File: src/design/itcg_pkg.sv
package itcg_pkg;

  // Field widths
  localparam int unsigned STAMP_W = 32;
  localparam int unsigned INTV_W  = 20;
  localparam int unsigned TOL_W   = 16;
  localparam int unsigned MAXC_W  = 8;
  localparam int unsigned OUTC_W  = 3;
  localparam int unsigned OMIT_W  = 8;
  localparam int unsigned CFG_IDX_W = 2;

  // Divider: dividend is delta plus half an interval, one bit more than a stamp
  localparam int unsigned NUM_W = STAMP_W + 1;
  localparam int unsigned CNT_W = $clog2(NUM_W);

  // Register reset values
  localparam logic [INTV_W-1:0] INTV_RST = INTV_W'(10000);
  localparam logic [TOL_W-1:0]  TOL_RST  = TOL_W'(50);
  localparam logic [MAXC_W-1:0] MAXC_RST = MAXC_W'(8);

  typedef enum logic [CFG_IDX_W-1:0] {
    CFG_INTERVAL  = 2'd0,
    CFG_TOLERANCE = 2'd1,
    CFG_MAX_CONCEAL = 2'd2
  } itcg_cfg_idx_e;

  typedef enum logic [OUTC_W-1:0] {
    OUT_FIRST   = 3'd0,
    OUT_NOSTAMP = 3'd1,
    OUT_RESYNC  = 3'd2,
    OUT_WRAP    = 3'd3,
    OUT_CONTIG  = 3'd4,
    OUT_GAP     = 3'd5
  } itcg_outcome_e;

  typedef enum logic [2:0] {
    ST_IDLE,
    ST_PREP,
    ST_LOAD,
    ST_DIV,
    ST_EVAL,
    ST_FIN
  } itcg_state_e;

  // What kind of event is being processed
  typedef enum logic [2:0] {
    KIND_NOSTAMP,
    KIND_ZERO_INTV,
    KIND_FIRST,
    KIND_WRAP,
    KIND_FWD
  } itcg_kind_e;

  typedef struct packed {
    logic busy;
    logic done;
  } itcg_div_stat_t;

endpackage

File: src/design/iso_timestamp_cadence_gap_tracker_top.sv
// Flow: an item that needs no division goes through PREP and FIN; a forward timestamp
//   goes through PREP, LOAD, DIV (the bit-serial divider), EVAL and FIN.
// Items: one at a time; the next item is accepted once the previous result is in the
//   output register.
// Reset: rst_ni is asynchronous, active low; clears tracker state and totals and
//   loads interval 10000 us, tolerance 50 us, max conceal 8.
module iso_timestamp_cadence_gap_tracker_top (
  input  logic                               clk_i,
  input  logic                               rst_ni,
  // configuration
  input  logic                               cfg_we_i,
  input  logic [itcg_pkg::CFG_IDX_W-1:0]     cfg_idx_i,
  input  logic [itcg_pkg::INTV_W-1:0]        cfg_data_i,
  // input events
  input  logic                               s_axis_tvalid,
  output logic                               s_axis_tready,
  input  logic [31:0]                        s_axis_tdata,  // [31:0] stamp
  input  logic                               s_axis_tuser,  // [0] has_stamp
  // results
  output logic                               m_axis_tvalid,
  input  logic                               m_axis_tready,
  // [7:0] omitted_count, [39:8] concealed_total, [71:40] resync_total
  output logic [71:0]                        m_axis_tdata,
  output logic [2:0]                         m_axis_tuser   // [2:0] outcome
);

  // Configuration registers
  logic [itcg_pkg::INTV_W-1:0]  intv_q;
  logic [itcg_pkg::TOL_W-1:0]   tol_q;
  logic [itcg_pkg::MAXC_W-1:0]  maxc_q;

  always_ff @(posedge clk_i or negedge rst_ni) begin
    if (!rst_ni) begin
      intv_q <= itcg_pkg::INTV_RST;
      tol_q  <= itcg_pkg::TOL_RST;
      maxc_q <= itcg_pkg::MAXC_RST;
    end else if (cfg_we_i) begin
      unique case (itcg_pkg::itcg_cfg_idx_e'(cfg_idx_i))
        itcg_pkg::CFG_INTERVAL:    intv_q <= cfg_data_i;
        itcg_pkg::CFG_TOLERANCE:   tol_q  <= cfg_data_i[itcg_pkg::TOL_W-1:0];
        itcg_pkg::CFG_MAX_CONCEAL: maxc_q <= cfg_data_i[itcg_pkg::MAXC_W-1:0];
        default: ;
      endcase
    end
  end

  // Control state
  itcg_pkg::itcg_state_e state_q, state_d;
  logic started_q;
  logic [itcg_pkg::STAMP_W-1:0] last_q, unst_q, conc_q, rsync_q;
  logic out_valid_q, out_valid_d;

  // Item registers
  logic                          has_q;
  logic [itcg_pkg::STAMP_W-1:0]  stamp_q;
  itcg_pkg::itcg_kind_e          kind_q;
  logic [itcg_pkg::STAMP_W-1:0]  delta_q;
  logic [itcg_pkg::NUM_W:0]      diff_q;
  logic                          zero_q, err_bad_q;

  // Output registers
  itcg_pkg::itcg_outcome_e       out_outc_q;
  logic [itcg_pkg::OMIT_W-1:0]   out_omit_q;
  logic [itcg_pkg::STAMP_W-1:0]  out_conc_q, out_rsync_q;

  // Divider
  logic                             div_start;
  logic [itcg_pkg::NUM_W-1:0]       div_num, div_quo;
  logic [itcg_pkg::INTV_W-1:0]      div_rem;
  itcg_pkg::itcg_div_stat_t         div_stat;

  assign div_num = {1'b0, delta_q} + itcg_pkg::NUM_W'(intv_q[itcg_pkg::INTV_W-1:1]);

  itcg_div u_div (
    .clk_i  (clk_i),
    .rst_ni (rst_ni),
    .start_i(div_start),
    .num_i  (div_num),
    .den_i  (intv_q),
    .stat_o (div_stat),
    .quo_o  (div_quo),
    .rem_o  (div_rem)
  );

  logic in_fire, commit;

  // FSM outputs
  always_comb begin
    s_axis_tready = (state_q == itcg_pkg::ST_IDLE);
    div_start     = (state_q == itcg_pkg::ST_LOAD);
    commit        = (state_q == itcg_pkg::ST_FIN) && (!out_valid_q || m_axis_tready);
  end

  assign in_fire = s_axis_tvalid && s_axis_tready;

  // FSM next state
  always_comb begin
    state_d = state_q;
    unique case (state_q)
      itcg_pkg::ST_IDLE: if (in_fire) state_d = itcg_pkg::ST_PREP;
      itcg_pkg::ST_PREP: begin
        state_d = itcg_pkg::ST_FIN;
        if (has_q && intv_q != '0 && started_q && stamp_q >= last_q) begin
          state_d = itcg_pkg::ST_LOAD;
        end
      end
      itcg_pkg::ST_LOAD: state_d = itcg_pkg::ST_DIV;
      itcg_pkg::ST_DIV:  if (div_stat.done) state_d = itcg_pkg::ST_EVAL;
      itcg_pkg::ST_EVAL: state_d = itcg_pkg::ST_FIN;
      itcg_pkg::ST_FIN:  if (commit) state_d = itcg_pkg::ST_IDLE;
      default:           state_d = itcg_pkg::ST_IDLE;
    endcase
  end

  // Event classification
  itcg_pkg::itcg_kind_e kind_d;
  always_comb begin
    priority if (!has_q)           kind_d = itcg_pkg::KIND_NOSTAMP;
    else if (intv_q == '0)         kind_d = itcg_pkg::KIND_ZERO_INTV;
    else if (!started_q)           kind_d = itcg_pkg::KIND_FIRST;
    else if (stamp_q < last_q)     kind_d = itcg_pkg::KIND_WRAP;
    else                           kind_d = itcg_pkg::KIND_FWD;
  end

  // Distance of the delta from the nearest grid multiple is |rem - interval/2|
  logic [itcg_pkg::INTV_W-1:0] half, err;
  assign half = {1'b0, intv_q[itcg_pkg::INTV_W-1:1]};
  assign err  = (div_rem >= half) ? (div_rem - half) : (half - div_rem);

  always_ff @(posedge clk_i) begin
    if (in_fire) begin
      has_q   <= s_axis_tuser;
      stamp_q <= s_axis_tdata;
    end
    if (state_q == itcg_pkg::ST_PREP) begin
      kind_q  <= kind_d;
      delta_q <= stamp_q - last_q;
    end
    if (state_q == itcg_pkg::ST_EVAL) begin
      // events - delivered, with delivered = unstamped + 1
      diff_q    <= {1'b0, div_quo} - {2'b00, unst_q} - 1'b1;
      zero_q    <= (div_quo == '0);
      err_bad_q <= (err > itcg_pkg::INTV_W'(tol_q));
    end
  end

  // Final decision
  itcg_pkg::itcg_outcome_e outc;
  logic [itcg_pkg::OMIT_W-1:0] omit;
  logic omit_big;
  assign omit_big = (diff_q[itcg_pkg::NUM_W-1:itcg_pkg::OMIT_W] != '0)
                 || (diff_q[itcg_pkg::OMIT_W-1:0] > maxc_q);

  always_comb begin
    omit = '0;
    unique case (kind_q)
      itcg_pkg::KIND_NOSTAMP:   outc = itcg_pkg::OUT_NOSTAMP;
      itcg_pkg::KIND_ZERO_INTV: outc = itcg_pkg::OUT_RESYNC;
      itcg_pkg::KIND_FIRST:     outc = itcg_pkg::OUT_FIRST;
      itcg_pkg::KIND_WRAP:      outc = itcg_pkg::OUT_WRAP;
      itcg_pkg::KIND_FWD: begin
        priority if (zero_q || diff_q[itcg_pkg::NUM_W] || err_bad_q || omit_big) begin
          outc = itcg_pkg::OUT_RESYNC;
        end else if (diff_q[itcg_pkg::OMIT_W-1:0] == '0) begin
          outc = itcg_pkg::OUT_CONTIG;
        end else begin
          outc = itcg_pkg::OUT_GAP;
          omit = diff_q[itcg_pkg::OMIT_W-1:0];
        end
      end
      default:                  outc = itcg_pkg::OUT_RESYNC;
    endcase
  end

  logic [itcg_pkg::STAMP_W-1:0] conc_d, rsync_d;
  assign conc_d  = conc_q + itcg_pkg::STAMP_W'(omit);
  assign rsync_d = (outc == itcg_pkg::OUT_RESYNC) ? rsync_q + 1'b1 : rsync_q;

  always_comb begin
    out_valid_d = out_valid_q;
    if (commit) begin
      out_valid_d = 1'b1;
    end else if (m_axis_tready) begin
      out_valid_d = 1'b0;
    end
  end

  // Tracker state and totals
  always_ff @(posedge clk_i or negedge rst_ni) begin
    if (!rst_ni) begin
      state_q     <= itcg_pkg::ST_IDLE;
      out_valid_q <= 1'b0;
      started_q   <= 1'b0;
      last_q      <= '0;
      unst_q      <= '0;
      conc_q      <= '0;
      rsync_q     <= '0;
    end else begin
      state_q     <= state_d;
      out_valid_q <= out_valid_d;
      if (commit) begin
        conc_q  <= conc_d;
        rsync_q <= rsync_d;
        unique case (kind_q)
          itcg_pkg::KIND_NOSTAMP: begin
            if (started_q && !(&unst_q)) unst_q <= unst_q + 1'b1;
          end
          itcg_pkg::KIND_ZERO_INTV: ;
          itcg_pkg::KIND_FIRST, itcg_pkg::KIND_WRAP, itcg_pkg::KIND_FWD: begin
            started_q <= 1'b1;
            last_q    <= stamp_q;
            unst_q    <= '0;
          end
          default: ;
        endcase
      end
    end
  end

  // Output register
  always_ff @(posedge clk_i) begin
    if (commit) begin
      out_outc_q  <= outc;
      out_omit_q  <= omit;
      out_conc_q  <= conc_d;
      out_rsync_q <= rsync_d;
    end
  end

  assign m_axis_tvalid = out_valid_q;
  assign m_axis_tuser  = out_outc_q;
  assign m_axis_tdata  = {out_rsync_q, out_conc_q, out_omit_q};

`ifndef ASSERT_OFF
  // divider only runs while the FSM waits for it
  a_div_busy: assert property (@(posedge clk_i) disable iff (!rst_ni)
    div_stat.busy |-> (state_q == itcg_pkg::ST_DIV))
    else $error("divider busy outside of division state");

  // resync total moves by at most one per committed item
  a_rsync_step: assert property (@(posedge clk_i) disable iff (!rst_ni)
    commit |=> (rsync_q == $past(rsync_q)) || (rsync_q == $past(rsync_q) + 1'b1))
    else $error("resync total jumped");

  // only a gap carries a nonzero omitted count
  a_gap_omit: assert property (@(posedge clk_i) disable iff (!rst_ni)
    m_axis_tvalid |-> ((m_axis_tuser == itcg_pkg::OUT_GAP) == (m_axis_tdata[7:0] != '0)))
    else $error("omitted count does not match outcome");

  // no item is taken while one is in flight
  a_one_item: assert property (@(posedge clk_i) disable iff (!rst_ni)
    in_fire |=> !s_axis_tready)
    else $error("input accepted while busy");
`endif

endmodule

File: src/design/itcg_div.sv
// Restoring divider, one quotient bit per cycle.
module itcg_div (
  input  logic                             clk_i,
  input  logic                             rst_ni,
  input  logic                             start_i,
  input  logic [itcg_pkg::NUM_W-1:0]       num_i,
  input  logic [itcg_pkg::INTV_W-1:0]      den_i,
  output itcg_pkg::itcg_div_stat_t         stat_o,
  output logic [itcg_pkg::NUM_W-1:0]       quo_o,
  output logic [itcg_pkg::INTV_W-1:0]      rem_o
);

  logic                              busy_q, busy_d;
  logic [itcg_pkg::CNT_W-1:0]        cnt_q, cnt_d;
  logic [itcg_pkg::INTV_W-1:0]       rem_q, rem_d;
  logic [itcg_pkg::NUM_W-1:0]        sh_q, sh_d;
  logic [itcg_pkg::INTV_W:0]         trial;
  logic                              qbit;
  logic                              last_step;

  // Trial subtract of the divisor from the partial remainder
  assign trial     = {rem_q, sh_q[itcg_pkg::NUM_W-1]} - {1'b0, den_i};
  assign qbit      = ~trial[itcg_pkg::INTV_W];
  assign last_step = busy_q && (cnt_q == itcg_pkg::CNT_W'(itcg_pkg::NUM_W - 1));

  always_comb begin
    busy_d = busy_q;
    cnt_d  = cnt_q;
    rem_d  = rem_q;
    sh_d   = sh_q;
    if (start_i) begin
      busy_d = 1'b1;
      cnt_d  = '0;
      rem_d  = '0;
      sh_d   = num_i;
    end else if (busy_q) begin
      // quotient bits shift in as dividend bits shift out
      sh_d  = {sh_q[itcg_pkg::NUM_W-2:0], qbit};
      rem_d = qbit ? trial[itcg_pkg::INTV_W-1:0]
                   : {rem_q[itcg_pkg::INTV_W-2:0], sh_q[itcg_pkg::NUM_W-1]};
      cnt_d = cnt_q + 1'b1;
      if (last_step) begin
        busy_d = 1'b0;
      end
    end
  end

  always_ff @(posedge clk_i or negedge rst_ni) begin
    if (!rst_ni) begin
      busy_q <= 1'b0;
      cnt_q  <= '0;
    end else begin
      busy_q <= busy_d;
      cnt_q  <= cnt_d;
    end
  end

  always_ff @(posedge clk_i) begin
    rem_q <= rem_d;
    sh_q  <= sh_d;
  end

  assign stat_o.busy = busy_q;
  assign stat_o.done = last_step;
  assign quo_o       = sh_q;
  assign rem_o       = rem_q;

endmodule

File: config.mk
export PLATFORM = sky130hd
export DESIGN_NAME = iso_timestamp_cadence_gap_tracker_top
export DESIGN_NICKNAME = d
export VERILOG_FILES = /design/src/design/itcg_pkg.sv /design/src/design/iso_timestamp_cadence_gap_tracker_top.sv /design/src/design/itcg_div.sv
export SDC_FILE = /design/constraint.sdc
export NUM_CORES = 1
export LEC_CHECK = 0
export BUFFER_PORTS_ARGS = -buffer_cell sky130_fd_sc_hd__buf_2
export CORE_MARGIN = 5
export CORE_UTILIZATION = 31
export CTS_CLUSTER_DIAMETER = 120
export DETAILED_ROUTE_END_ITERATION = 10
export PLACE_DENSITY_LB_ADDON = 0.2
export RECOVER_POWER = 100
export SLEW_MARGIN = 15
export SYNTH_ARGS = -nofsm -noshare
export SYNTH_HDL_FRONTEND = slang
export SYNTH_SLANG_ARGS = --single-unit
File: constraint.sdc
create_clock -name clk_i -period 6.2 [get_ports clk_i]
set_clock_uncertainty 0.15 [all_clocks]
set_input_delay 0.62 -clock clk_i [delete_from_list [all_inputs] [get_ports clk_i]]
set_output_delay 0.62 -clock clk_i [all_outputs]
set_load 0.01 [all_outputs]
==> flow_summary.ini <==
[worst_setup_path]
crit_fanout = 17
critPathLaunchType = register
regToRegStartpoint = intv_q[8]$_DFFE_PN1P_
rrSetupSlack_ns = 0.84
reg2regPathDepth = 18
critPathArrivalTime_ns = 5.54
cp-end-kind = register
timing.rr.end = err_bad_q$_DFFE_PP_
critical_path_class = register to register
crit_required_ns = 6.39

[floorplanning]
rows = 103
die_area_um2 = 85000
start_util_pct = 31.2
die-width_um = 292
core-area_um2 = 78900
die_h_um = 292
ioPinCount = 137

[power]
finalPower_mw = 15.9
irDropWorstVdd_v = 0.000227
p_leak_nw = 11.6
power_density_nw_per_um2 = 572

[placed_design]
gp_congestion = 0.890
placed_area_um2 = 26400
hpwl_mm = 51.2
post-place-ws_ns = 1.16
port_buffers = 136

[sta]
clock.fmax_mhz = 187
drv_slew = 554
fin_tns_setup_ns = 0
setup_violations = 0
rsz0062_at_grt = false
period_needed_ns = 5.36
setup_slack_ns = 0.845
fin_crit_sh_pct = 86.4
max-slew-margin-rel_pct = -138
worst_pin_slew_ns = 3.57
finalHoldViolCount = 0

[clock_network]
cts_sinks = 416
cts-root-buf = clkbuf_16
cts_tree = yes
clockBufferDepth = 3
clk_latency_ns = 0.62
htreeDepth = 2
cts_made_buffers = 50
cts.clk_slew.worst_paths_ns = 0.07

[route]
ant_nets = 0
vias = 18321
drt_wl_total_mm = 66.3
viasPerCell = 4.91
drt_pass1_iterations = 4
drt_iter0_markers = 1135
wl_per_cell_um = 17.8
drcViolationCount = 0

[finish]
finalNetCount = 2861
drive_above_1_share_pct = 7.73
n_fill_cell = 8032
fin_area_um2 = 27800
layout_common_cells = nand2_1 (282), edfxtp_1 (212), inv_1 (186), o21ai_0 (186), dfrtp_1 (175)
areaGrowthSynthToFinish_pct = 13.3
final_common_cell = nand2_1

[grt]
grt_usage_pct = 15.2
grt_pass1_vias = 18533
grt_max_degree = 98
grt_pass1_wl_mm = 106
antenna_found_initial = 1
overflow = 0

[logic_synthesis]
synthCells = 2508
synth.yosys.seq_area_share_pct = 46.3
syn_avg_cell_area_um2 = 9.80
synth_edf_count = 212
syn_area_um2 = 24600
synth_cell_type_count = 83
yosysWarnings = 0
synth_flop_cell = edfxtp_1
syn-num-nets = 2734
synth-seq-cells = 416
synthArstFlopShare_pct = 44.2

[worst_hold_path]
hold_depth = 1
min_to = stamp_q[21]$_DFFE_PP_
min_from = s_axis_tdata[21]
min_path_type = input pin to register

[outcome]
status = finished with violations
failed_checks = max-capacitance violations, max-slew violations

[job]
drv_cap = 10
layer usage:
metal,global-route usage [%],up-vias,part of all wire (%)
li1,-,9094,-
met1,20.7,8819,47
met2,25.2,298,46
met3,2.58,108,4.0
met4,4.50,2,3.1
met5,0,-,0.020
state kept, by name, summed over array words and instances, names as in the netlist, 20 cells and up:
| name | flops |
|---|---|
| diff_q | 34 |
| u_div.quo_o | 33 |
| conc_q | 32 |
| delta_q | 32 |
| last_q | 32 |
| out_conc_q | 32 |
| out_rsync_q | 32 |
| rsync_q | 32 |
| stamp_q | 32 |
| unst_q | 32 |
| intv_q | 20 |
| u_div.rem_o | 20 |
power by group:
group	internal (mW)	switching, mW
clock	1.72	1.23
sequential	4.27	0.653
combinational	3.10	4.95
total	9.10	6.84
how the worst max path moves through the flow:
stage                                from                        to  slack, ns  cells past startpoint
finish              intv_q[8]$_DFFE_PN1P_       err_bad_q$_DFFE_PP_       0.84                     18
global route        intv_q[8]$_DFFE_PN1P_       err_bad_q$_DFFE_PP_       0.37                     18
CTS                   diff_q[5]$_DFFE_PP_  out_conc_q[22]$_DFFE_PP_       1.12                     17
detailed placement    diff_q[1]$_DFFE_PP_  out_conc_q[22]$_DFFE_PP_       1.16                     18
global placement      diff_q[1]$_DFFE_PP_  out_conc_q[22]$_DFFE_PP_       1.31                     18
floorplan             diff_q[5]$_DFFE_PP_  out_conc_q[22]$_DFFE_PP_       1.84                     19
worst max-delay path, stage by stage (launching register included):
cell and delay [ns]:
dfstp_2 0.57, inv_1 0.06, ha_1 0.46, nand2_1 0.08
o21ai_1 0.40, o21bai_1 0.23, a21boi_1 0.14, o21ai_1 0.99
a211oi_1 0.13, o31ai_2 0.32, xor2_1 0.31, ha_1 0.30
a21o_1 0.15, a21oi_1 0.13, o21ai_0 0.09, nand3_1 0.09
nand4_1 0.10, a32oi_1 0.21, o2111ai_1 0.15
synthesized netlist by cell type, drive strengths merged, types with 8 or more instances:
| library cell | n | area share, % |
|---|---|---|
| clkbuf | 53 | 0.81 |
| dfxtp | 20 | 1.6 |
| dfstp | 9 | 0.96 |
| a21oi | 141 | 2.9 |
| o22ai | 12 | 0.31 |
| nor2b | 19 | 0.48 |
| nand3 | 78 | 1.6 |
| inv | 187 | 2.9 |
| a221oi | 8 | 0.34 |
| xnor2 | 166 | 5.9 |
| and2 | 23 | 0.60 |
| o211ai | 9 | 0.35 |
| a21o | 68 | 2.1 |
| ha | 159 | 8.1 |
| a211oi | 22 | 0.73 |
| nor2 | 174 | 2.7 |
| nor3 | 52 | 1.1 |
| and3 | 24 | 0.61 |
| mux2i | 8 | 0.33 |
| dfrtp | 175 | 18 |
| o21a | 24 | 0.73 |
| o21ai | 191 | 3.9 |
| o31ai | 9 | 0.30 |
| xor2 | 97 | 3.5 |
| nor4 | 34 | 0.87 |
| a31oi | 15 | 0.38 |
| nand4 | 45 | 1.1 |
| o21bai | 21 | 0.66 |
| buf | 28 | 0.62 |
| nand2b | 23 | 0.59 |
| and4 | 11 | 0.39 |
| edfxtp | 212 | 26 |
| mux2 | 29 | 1.3 |
| nand2 | 282 | 4.3 |
repair_timing:
| action | 4_1_cts | 5_1_grt |
|---|---|---|
| endpoints found under the hold margin | 9 | 0 |
| hold buffers | 1 | 0 |
| resized for setup | 0 | 0 |
| setup buffers | 0 | 0 |
cell families (layout without fill, tap and decap cells):
group           Yosys count  count (layout)  share of synthesized area [%]
compound gates          558             558                           14.3
mux                      37              37                           1.65
fa+ha+maj               166             166                           8.66
flops                   416             416                           46.3
other cells               0               1                              0
buf+inv                 269             438                           4.30
simple gates            799             799                           15.4
xor+xnor                263             263                           9.40
layout make-up:
| type | count | area, um^2 | area share, % |
|---|---|---|---|
| multi-input combinational | 1823 | 12100 | 43.4 |
| clock inverter | 32 | 350 | 1.26 |
| antenna | 1 | 2.50 | 0.00899 |
| timing repair buffer | 156 | 704 | 2.53 |
| inverter | 188 | 707 | 2.54 |
| clock buffer | 62 | 1310 | 4.69 |
| sequential | 416 | 11400 | 40.9 |
| tap | 1050 | 1310 | 4.72 |
metrics by stage:
step / std cells / hold WS (ns) / utilization [%]
after detailed placement: 3632 / 0.320 / 33.5
after CTS: 3727 / 0.00384 / 35.6
final: 3728 / 0.0491 / 35.3
after global placement: 3632 / 0.317 / 33.5
after global routing: 3727 / 0.00866 / 35.3
after floorplan: 2508 / 0.174 / -
No activity file was read; power rests on OpenSTA's default activity.
